[src/hw/rtl/des_pkg.sv]
// DES constants, permutation tables and bit-level helper functions.
package des_pkg;

   localparam int RoundCount = 16;

   localparam logic CMD_ENCRYPT = 1'b0;
   localparam logic CMD_DECRYPT = 1'b1;

   typedef logic [5:0] tab_entry_type;
   typedef logic [3:0] nib_type;

   // stage payload handed from one round cell to the next
   typedef struct packed {
      logic        vld;
      logic        dec;
      logic [31:0] left;
      logic [31:0] right;
      logic [27:0] c;
      logic [27:0] d;
   } stage_type;

   localparam tab_entry_type TabIp [64] = '{
      6'd57, 6'd49, 6'd41, 6'd33, 6'd25, 6'd17, 6'd9,  6'd1,
      6'd59, 6'd51, 6'd43, 6'd35, 6'd27, 6'd19, 6'd11, 6'd3,
      6'd61, 6'd53, 6'd45, 6'd37, 6'd29, 6'd21, 6'd13, 6'd5,
      6'd63, 6'd55, 6'd47, 6'd39, 6'd31, 6'd23, 6'd15, 6'd7,
      6'd56, 6'd48, 6'd40, 6'd32, 6'd24, 6'd16, 6'd8,  6'd0,
      6'd58, 6'd50, 6'd42, 6'd34, 6'd26, 6'd18, 6'd10, 6'd2,
      6'd60, 6'd52, 6'd44, 6'd36, 6'd28, 6'd20, 6'd12, 6'd4,
      6'd62, 6'd54, 6'd46, 6'd38, 6'd30, 6'd22, 6'd14, 6'd6
   };
   // entries are (standard position - 1); 64 is stored as 63 etc.

   localparam tab_entry_type TabIpInv [64] = '{
      6'd39, 6'd7, 6'd47, 6'd15, 6'd55, 6'd23, 6'd63, 6'd31,
      6'd38, 6'd6, 6'd46, 6'd14, 6'd54, 6'd22, 6'd62, 6'd30,
      6'd37, 6'd5, 6'd45, 6'd13, 6'd53, 6'd21, 6'd61, 6'd29,
      6'd36, 6'd4, 6'd44, 6'd12, 6'd52, 6'd20, 6'd60, 6'd28,
      6'd35, 6'd3, 6'd43, 6'd11, 6'd51, 6'd19, 6'd59, 6'd27,
      6'd34, 6'd2, 6'd42, 6'd10, 6'd50, 6'd18, 6'd58, 6'd26,
      6'd33, 6'd1, 6'd41, 6'd9,  6'd49, 6'd17, 6'd57, 6'd25,
      6'd32, 6'd0, 6'd40, 6'd8,  6'd48, 6'd16, 6'd56, 6'd24
   };

   localparam tab_entry_type TabExp [48] = '{
      6'd31, 6'd0,  6'd1,  6'd2,  6'd3,  6'd4,  6'd3,  6'd4,
      6'd5,  6'd6,  6'd7,  6'd8,  6'd7,  6'd8,  6'd9,  6'd10,
      6'd11, 6'd12, 6'd11, 6'd12, 6'd13, 6'd14, 6'd15, 6'd16,
      6'd15, 6'd16, 6'd17, 6'd18, 6'd19, 6'd20, 6'd19, 6'd20,
      6'd21, 6'd22, 6'd23, 6'd24, 6'd23, 6'd24, 6'd25, 6'd26,
      6'd27, 6'd28, 6'd27, 6'd28, 6'd29, 6'd30, 6'd31, 6'd0
   };

   localparam tab_entry_type TabPbox [32] = '{
      6'd15, 6'd6,  6'd19, 6'd20, 6'd28, 6'd11, 6'd27, 6'd16,
      6'd0,  6'd14, 6'd22, 6'd25, 6'd4,  6'd17, 6'd30, 6'd9,
      6'd1,  6'd7,  6'd23, 6'd13, 6'd31, 6'd26, 6'd2,  6'd8,
      6'd18, 6'd12, 6'd29, 6'd5,  6'd21, 6'd10, 6'd3,  6'd24
   };

   localparam tab_entry_type TabPc1 [56] = '{
      6'd56, 6'd48, 6'd40, 6'd32, 6'd24, 6'd16, 6'd8,
      6'd0,  6'd57, 6'd49, 6'd41, 6'd33, 6'd25, 6'd17,
      6'd9,  6'd1,  6'd58, 6'd50, 6'd42, 6'd34, 6'd26,
      6'd18, 6'd10, 6'd2,  6'd59, 6'd51, 6'd43, 6'd35,
      6'd62, 6'd54, 6'd46, 6'd38, 6'd30, 6'd22, 6'd14,
      6'd6,  6'd61, 6'd53, 6'd45, 6'd37, 6'd29, 6'd21,
      6'd13, 6'd5,  6'd60, 6'd52, 6'd44, 6'd36, 6'd28,
      6'd20, 6'd12, 6'd4,  6'd27, 6'd19, 6'd11, 6'd3
   };

   localparam tab_entry_type TabPc2 [48] = '{
      6'd13, 6'd16, 6'd10, 6'd23, 6'd0,  6'd4,  6'd2,  6'd27,
      6'd14, 6'd5,  6'd20, 6'd9,  6'd22, 6'd18, 6'd11, 6'd3,
      6'd25, 6'd7,  6'd15, 6'd6,  6'd26, 6'd19, 6'd12, 6'd1,
      6'd40, 6'd51, 6'd30, 6'd36, 6'd46, 6'd54, 6'd29, 6'd39,
      6'd50, 6'd44, 6'd32, 6'd47, 6'd43, 6'd48, 6'd38, 6'd55,
      6'd33, 6'd52, 6'd45, 6'd41, 6'd49, 6'd35, 6'd28, 6'd31
   };

   // one-position shift schedule; a 0 entry means shift by two
   localparam logic [RoundCount-1:0] RotOne = 16'b1100_0000_1000_0001;

   localparam nib_type SBox [8][64] = '{
      '{4'd14,4'd4,4'd13,4'd1,4'd2,4'd15,4'd11,4'd8,4'd3,4'd10,4'd6,4'd12,4'd5,4'd9,4'd0,4'd7,
        4'd0,4'd15,4'd7,4'd4,4'd14,4'd2,4'd13,4'd1,4'd10,4'd6,4'd12,4'd11,4'd9,4'd5,4'd3,4'd8,
        4'd4,4'd1,4'd14,4'd8,4'd13,4'd6,4'd2,4'd11,4'd15,4'd12,4'd9,4'd7,4'd3,4'd10,4'd5,4'd0,
        4'd15,4'd12,4'd8,4'd2,4'd4,4'd9,4'd1,4'd7,4'd5,4'd11,4'd3,4'd14,4'd10,4'd0,4'd6,4'd13},
      '{4'd15,4'd1,4'd8,4'd14,4'd6,4'd11,4'd3,4'd4,4'd9,4'd7,4'd2,4'd13,4'd12,4'd0,4'd5,4'd10,
        4'd3,4'd13,4'd4,4'd7,4'd15,4'd2,4'd8,4'd14,4'd12,4'd0,4'd1,4'd10,4'd6,4'd9,4'd11,4'd5,
        4'd0,4'd14,4'd7,4'd11,4'd10,4'd4,4'd13,4'd1,4'd5,4'd8,4'd12,4'd6,4'd9,4'd3,4'd2,4'd15,
        4'd13,4'd8,4'd10,4'd1,4'd3,4'd15,4'd4,4'd2,4'd11,4'd6,4'd7,4'd12,4'd0,4'd5,4'd14,4'd9},
      '{4'd10,4'd0,4'd9,4'd14,4'd6,4'd3,4'd15,4'd5,4'd1,4'd13,4'd12,4'd7,4'd11,4'd4,4'd2,4'd8,
        4'd13,4'd7,4'd0,4'd9,4'd3,4'd4,4'd6,4'd10,4'd2,4'd8,4'd5,4'd14,4'd12,4'd11,4'd15,4'd1,
        4'd13,4'd6,4'd4,4'd9,4'd8,4'd15,4'd3,4'd0,4'd11,4'd1,4'd2,4'd12,4'd5,4'd10,4'd14,4'd7,
        4'd1,4'd10,4'd13,4'd0,4'd6,4'd9,4'd8,4'd7,4'd4,4'd15,4'd14,4'd3,4'd11,4'd5,4'd2,4'd12},
      '{4'd7,4'd13,4'd14,4'd3,4'd0,4'd6,4'd9,4'd10,4'd1,4'd2,4'd8,4'd5,4'd11,4'd12,4'd4,4'd15,
        4'd13,4'd8,4'd11,4'd5,4'd6,4'd15,4'd0,4'd3,4'd4,4'd7,4'd2,4'd12,4'd1,4'd10,4'd14,4'd9,
        4'd10,4'd6,4'd9,4'd0,4'd12,4'd11,4'd7,4'd13,4'd15,4'd1,4'd3,4'd14,4'd5,4'd2,4'd8,4'd4,
        4'd3,4'd15,4'd0,4'd6,4'd10,4'd1,4'd13,4'd8,4'd9,4'd4,4'd5,4'd11,4'd12,4'd7,4'd2,4'd14},
      '{4'd2,4'd12,4'd4,4'd1,4'd7,4'd10,4'd11,4'd6,4'd8,4'd5,4'd3,4'd15,4'd13,4'd0,4'd14,4'd9,
        4'd14,4'd11,4'd2,4'd12,4'd4,4'd7,4'd13,4'd1,4'd5,4'd0,4'd15,4'd10,4'd3,4'd9,4'd8,4'd6,
        4'd4,4'd2,4'd1,4'd11,4'd10,4'd13,4'd7,4'd8,4'd15,4'd9,4'd12,4'd5,4'd6,4'd3,4'd0,4'd14,
        4'd11,4'd8,4'd12,4'd7,4'd1,4'd14,4'd2,4'd13,4'd6,4'd15,4'd0,4'd9,4'd10,4'd4,4'd5,4'd3},
      '{4'd12,4'd1,4'd10,4'd15,4'd9,4'd2,4'd6,4'd8,4'd0,4'd13,4'd3,4'd4,4'd14,4'd7,4'd5,4'd11,
        4'd10,4'd15,4'd4,4'd2,4'd7,4'd12,4'd9,4'd5,4'd6,4'd1,4'd13,4'd14,4'd0,4'd11,4'd3,4'd8,
        4'd9,4'd14,4'd15,4'd5,4'd2,4'd8,4'd12,4'd3,4'd7,4'd0,4'd4,4'd10,4'd1,4'd13,4'd11,4'd6,
        4'd4,4'd3,4'd2,4'd12,4'd9,4'd5,4'd15,4'd10,4'd11,4'd14,4'd1,4'd7,4'd6,4'd0,4'd8,4'd13},
      '{4'd4,4'd11,4'd2,4'd14,4'd15,4'd0,4'd8,4'd13,4'd3,4'd12,4'd9,4'd7,4'd5,4'd10,4'd6,4'd1,
        4'd13,4'd0,4'd11,4'd7,4'd4,4'd9,4'd1,4'd10,4'd14,4'd3,4'd5,4'd12,4'd2,4'd15,4'd8,4'd6,
        4'd1,4'd4,4'd11,4'd13,4'd12,4'd3,4'd7,4'd14,4'd10,4'd15,4'd6,4'd8,4'd0,4'd5,4'd9,4'd2,
        4'd6,4'd11,4'd13,4'd8,4'd1,4'd4,4'd10,4'd7,4'd9,4'd5,4'd0,4'd15,4'd14,4'd2,4'd3,4'd12},
      '{4'd13,4'd2,4'd8,4'd4,4'd6,4'd15,4'd11,4'd1,4'd10,4'd9,4'd3,4'd14,4'd5,4'd0,4'd12,4'd7,
        4'd1,4'd15,4'd13,4'd8,4'd10,4'd3,4'd7,4'd4,4'd12,4'd5,4'd6,4'd11,4'd0,4'd14,4'd9,4'd2,
        4'd7,4'd11,4'd4,4'd1,4'd9,4'd12,4'd14,4'd2,4'd0,4'd6,4'd10,4'd13,4'd15,4'd3,4'd5,4'd8,
        4'd2,4'd1,4'd14,4'd7,4'd4,4'd10,4'd8,4'd13,4'd15,4'd12,4'd9,4'd0,4'd3,4'd5,4'd6,4'd11}
   };

   // entries are 0-based positions counted from the most significant bit
   function automatic logic [63:0] perm_ip(input logic [63:0] v);
      logic [63:0] r;
      for (int i = 0; i < 64; i++) r[63-i] = v[63-TabIp[i]];
      return r;
   endfunction

   function automatic logic [63:0] perm_ip_inv(input logic [63:0] v);
      logic [63:0] r;
      for (int i = 0; i < 64; i++) r[63-i] = v[63-TabIpInv[i]];
      return r;
   endfunction

   function automatic logic [55:0] perm_pc1(input logic [63:0] v);
      logic [55:0] r;
      for (int i = 0; i < 56; i++) r[55-i] = v[63-TabPc1[i]];
      return r;
   endfunction

   function automatic logic [47:0] perm_pc2(input logic [55:0] v);
      logic [47:0] r;
      for (int i = 0; i < 48; i++) r[47-i] = v[55-TabPc2[i]];
      return r;
   endfunction

   function automatic logic [31:0] feistel(input logic [31:0] half, input logic [47:0] sk);
      logic [47:0] x;
      logic [31:0] s;
      logic [31:0] r;
      logic [5:0]  six;
      for (int i = 0; i < 48; i++) x[47-i] = half[31-TabExp[i]];
      x = x ^ sk;
      for (int i = 0; i < 8; i++) begin
         six = x[47-6*i -: 6];
         s[31-4*i -: 4] = SBox[i][{six[5], six[0], six[4:1]}];
      end
      for (int i = 0; i < 32; i++) r[31-i] = s[31-TabPbox[i]];
      return r;
   endfunction

   function automatic logic [27:0] rotl(input logic [27:0] x, input logic one);
      return one ? {x[26:0], x[27]} : {x[25:0], x[27:26]};
   endfunction

   function automatic logic [27:0] rotr(input logic [27:0] x, input logic one);
      return one ? {x[0], x[27:1]} : {x[1:0], x[27:2]};
   endfunction

endpackage

[src/hw/rtl/des_round_cell.sv]
// One DES round cell: key rotation, Feistel round, registered hand-off.
module des_round_cell (
   input  logic                clock,
   input  logic                reset,
   input  logic                rot_one,
   input  logic                rot_back,
   input  logic                last,
   input  des_pkg::stage_type  prev,
   output des_pkg::stage_type  next
);
   import des_pkg::*;

   stage_type   stage_ff;
   stage_type   stage_in;
   logic [27:0] c_sk;
   logic [27:0] d_sk;
   logic [31:0] f_out;

   // encrypt rotates left before use; decrypt uses the key then rotates right
   // by the shift of the mirrored round
   always_comb begin
      if (prev.dec == CMD_DECRYPT) begin
         c_sk = prev.c;
         d_sk = prev.d;
      end else begin
         c_sk = rotl(prev.c, rot_one);
         d_sk = rotl(prev.d, rot_one);
      end
      f_out = feistel(prev.right, perm_pc2({c_sk, d_sk}));
      stage_in       = prev;
      stage_in.left  = last ? (prev.left ^ f_out) : prev.right;
      stage_in.right = last ? prev.right : (prev.left ^ f_out);
      if (prev.dec == CMD_DECRYPT) begin
         stage_in.c = rotr(prev.c, rot_back);
         stage_in.d = rotr(prev.d, rot_back);
      end else begin
         stage_in.c = c_sk;
         stage_in.d = d_sk;
      end
   end

   always_ff @(posedge clock) begin
      if (reset) begin
         stage_ff.vld <= 1'b0;
      end else begin
         stage_ff.vld <= prev.vld;
      end
      stage_ff.dec   <= stage_in.dec;
      stage_ff.left  <= stage_in.left;
      stage_ff.right <= stage_in.right;
      stage_ff.c     <= stage_in.c;
      stage_ff.d     <= stage_in.d;
   end

   assign next = stage_ff;

endmodule

[config.mk]
export PLATFORM = sky130hd
export DESIGN_NAME = des_round_cell
export DESIGN_NICKNAME = d
export VERILOG_FILES = /design/src/hw/rtl/des_pkg.sv /design/src/hw/rtl/des_round_cell.sv
export SDC_FILE = /design/constraint.sdc
export NUM_CORES = 1
export LEC_CHECK = 0
export ABC_AREA = 1
export BUFFER_PORTS_ARGS = -buffer_cell sky130_fd_sc_hd__buf_2
export CAP_MARGIN = 20
export CELL_PAD_IN_SITES_DETAIL_PLACEMENT = 1
export CELL_PAD_IN_SITES_GLOBAL_PLACEMENT = 1
export CORE_UTILIZATION = 38
export DETAILED_ROUTE_END_ITERATION = 8
export GPL_ROUTABILITY_DRIVEN = 1
export PLACE_DENSITY = 0.8
export SLEW_MARGIN = 5
export SYNTH_ARGS = -nofsm -noshare
export SYNTH_HDL_FRONTEND = slang
export SYNTH_SLANG_ARGS = --single-unit
[constraint.sdc]
create_clock -name clock -period 2.8 [get_ports clock]
set_input_delay 0.14 -clock clock [delete_from_list [all_inputs] [get_ports clock]]
set_output_delay 0.14 -clock clock [all_outputs]
set_load 0.02 [all_outputs]
### Word-level counts from Yosys, hierarchy flattened

Memory sizes are Yosys's and may differ from the RTL's.
Index checks and enable logic that the tools add are counted.

| word-level totals | value |
|---|---|
| flip-flop bits (word level) | 122 |
| ROM bits | 2048 |
| bits of input ports | 127 |
| output and inout port bits | 122 |
| logic and storage cells | 57 |
| memories | 8 |

| cells by class | value |
|---|---|
| magnitude comparators | 8 |
| multiplexer cells | 25 |
| bitwise operators | 10 |

Memory list:

| name | words | width | read ports | clocked after Yosys merged registers in | write ports | RTL line | source |
|---|---|---|---|---|---|---|---|
| (no name shown) | 64 | 4 | 1 | 0 | 0 | des_pkg.sv:153 | `s[31-4*i -: 4] = SBox[i][{six[5], six[0], six[4:1]}];` |
| (no name shown) | 64 | 4 | 1 | 0 | 0 | des_pkg.sv:153 |  |
| (no name shown) | 64 | 4 | 1 | 0 | 0 | des_pkg.sv:153 |  |
| (no name shown) | 64 | 4 | 1 | 0 | 0 | des_pkg.sv:153 |  |
| (no name shown) | 64 | 4 | 1 | 0 | 0 | des_pkg.sv:153 |  |
| (no name shown) | 64 | 4 | 1 | 0 | 0 | des_pkg.sv:153 |  |
| 2 more memories | n/a | n/a | n/a | n/a | n/a | n/a |  |

Operator list:

| cell | number |
|---|---|
| $mux W28 | 6 |
| $mux W32 | 2 |
| $mux W4 | 16 |
| $ge A7 B7 Y1 const B | 8 |
| $mux W56 | 1 |
| $not A6 Y7 | 8 |
| $xor A48 B48 Y48 | 1 |
| $xor A32 B32 Y32 | 1 |

### Depth between registers and ports, before layout

| logic depth | value |
|---|---|
| depth after elaboration | 9 |
| mapped depth | 21 |
| depth with buffers taken out | 19 |

### Worst setup path before layout

Ideal clock, no wire load.

| timing path | value |
|---|---|
| kind | input to register |
| from | in prev[120] in the netlist's numbering |
| to | reg stage_ff, in the netlist next[88] |
| setup time | 114 ps |
| arrival time | 2083 ps |
| data required time | 2686 ps |
| setup slack | 604 ps |
| stages on the path | 18 |
| path buffers | 3 |
| cells stage by stage | buf_6 > inv_4 > buf_6 > buf_8 > nand3_1 > nand2_1 > nand2_1 > nand2_1 > inv_1 > ha_1 > inv_1 > nand2_1 > nand3_1 > nand3_1 > nand3_1 > nand3_1 > nand3_1 > nand2_1 |

RTL lines:

| item | RTL line | source |
|---|---|---|
| from (decl) | des_round_cell.sv:8 | `input des_pkg::stage_type prev,` |
| to (decl) | des_round_cell.sv:13 | `stage_type stage_ff;` |

==> reports/metrics.cfg <==
[global_route]
overflow = 0
gr-usage-all-layers_pct = 32.0
first_global_vias = 14000
grt_antenna_before_repair = 2
grt_max_degree = 79
grt_pass1_wl_mm = 76.3

[setup_path]
crit_type = primary input to register
worstPathRequired_ns = 3.12
critPathLaunchType = primary input
worstPathArrival_ns = 2.85
critical_path.max_fanout = 6
end_kind = register

[synthesis]
synthCells = 1958
async_flop_share_pct = 0
yosys_warnings = 0
postSynthAreaPerCell_um2 = 5.80
ys_ff_latch = 122
ys.flop_type = dfxtp_1
synth_largest_area_cell = nand2_1
ys_top_cells_by_area = nand2_1 (27%), dfxtp_1 (22%), nand3_1 (18%)
synth_most_common_cell = nand2_1
synth-edff-count = 0
ys_types = 30
synth_nets = 2147
synth_common_cells = nand2_1 (802), nand3_1 (418), inv_1 (178)
ys_seq_area_share_pct = 21.5
yosysTopAreaCellShare_pct = 26.5
syn_area_um2 = 11400

[routing]
ant_nets = 0
routed_wl_mm = 48.5
first_pass_iters = 6
drc = 0
dr.first_iter.drc_count = 1019
viasPerCell = 5.40
routedWlPerCell_um = 18.6
vias = 14000

[pwr]
ir_drop_mv = 0.406
power.density_nw_per_um2 = 577
leakage_nw = 7.72

[cells_and_area]
area_growth_pct = 21.1
largest_reg_flops = 122
drive_gt1_share_pct = 16.9
nNetsFinal = 2393
fin_util_pct = 47.3

[cts]
cts_tree = done
clkTransAtPathRegs_ns = 0.06
ctsLongestPathBuffers = 2
cts_made_buffers = 17
cts.repair.resized = 0
clock_sinks = 122
cts-root-buf = clkbuf_16
cts_setup_buffers = 0
ctsHoldBuffers = 21
cts_htree_levels = 4

[die]
fp.dieArea_um2 = 30600
die_x_um = 175
coreArea_um2 = 29100
start_util_pct = 39.0
rows = 62
die_h_um = 175
ioPinCount = 249

[sta]
slew_viol_final = 0
setup_viol = 0
tns_ns = 0
max_slew.worst_pin.slew_ns = 0.864
timing.final.crit_share_pct = 90.1
slew_headroom_pct = 42.3
grt_setup_unrepaired = false
fin_crit_ns = 2.52
fmax_mhz = 396
hold_viol_final = 0

[job]
maxCapViolations = 0

[placement]
portBuffers = 248
dp_hpwl_mm = 38.5
gp_congestion = 0.948

[status]
outcome = finished clean

[min_path]
hp-class = primary input to register

[worst paths after layout]
path,from,end,slack (ns),cells past startpoint
max,prev[54],next[103],0.28,19
min,prev[75],next[107],0.02,3
[critical path, stage by stage]
cell	delay, ns
dlygate4sd3_1	0.54
buf_2	0.15
inv_1	0.13
nand2_1	0.07
nand3_1	0.16
nand2_1	0.10
nand2_1	0.07
nand2_1	0.20
ha_1	0.36
inv_1	0.07
nand2_1	0.12
o21ai_1	0.15
nand2_1	0.07
nand3_1	0.08
nand3_1	0.11
nand2_1	0.11
nand2_1	0.07
nand3_1	0.08
nand2_1	0.07
[per-layer routing]
layer	track usage [%]	part of all wire (%)	wire length [µm]
met1	42.0	45	21900
met2	52.1	46	22300
met3	6.55	6.4	3080
met4	10.3	2.5	1200
met5	0	0.016	8
[logic make-up after synthesis]
logic type,count (synthesis),share of synthesized area [%]
simple gates,1311,49.2
buf+inv,267,10.7
compound gates,178,9.35
flops,122,21.5
fa+ha+maj,62,6.83
xor+xnor,18,2.45
[report_power, final]
group | internal, mW | total (mW) | switching, mW
clock network | 1.60 | 2.52 | 0.923
registers | 1.97 | 2.04 | 0.0666
logic | 1.05 | 3.38 | 2.33
[metrics by stage]
stage	cells	hold WS, ns	setup slack (ns)	area [µm²]	power (mW)
after global routing	2601	0.00514	0.0222	13800	8.43
after CTS	2601	0.000632	0.322	13800	7.95
after floorplan	1958	0.168	0.604	11400	4.31
after detailed placement	2548	0.306	0.0666	12900	5.39
after global placement	2547	0.297	0.148	12900	5.31
final	2602	0.0152	0.277	13800	7.94
[layout by cell type, fill, tap and decap left out]
cell           synthesis  layout
a21oi_1               31      31
a21oi_2                1       1
buf_12                 0       4
buf_2                 25     248
buf_4                 17      32
bufinv_16              0       5
clkbuf_1              21       2
clkbuf_16              0      17
clkbuf_8               0       1
clkinv_2               0       3
clkinv_4               0       1
clkinvlp_4             0       3
dfxtp_1              122     122
diode_2                0       1
dlygate4sd3_1          0      21
ha_1                  62      62
inv_1                178     178
inv_2                  9       9
inv_4                  2       2
nand2_1              802     802
nand2_2               21      21
nand3_1              418     418
nand3_2               11      11
nand3b_1               5       5
nand4_1                2       2
nor2_1                51      51
nor3_1                 1       1
o211ai_1              13      13
o21ai_0               89      89
o21ai_1               12      12
o21ai_2                4       4
o21ai_4                2       2
o221ai_1              26      26
xor2_1                 8       8
xor2_2                 6       6
xor2_4                 4       4
[final cells by class]
type | count | area [µm²]
Multi-Input combinational cell | 1569 | 7710
Sequential cell | 122 | 2440
Clock buffer | 20 | 447
Clock inverter | 12 | 196
Fill cell | 4145 | 15300
Inverter | 189 | 714
Antenna cell | 1 | 2.50
Tap cell | 384 | 480
Timing Repair Buffer | 305 | 1770
Note: power is estimated with default switching activity, not from simulation.
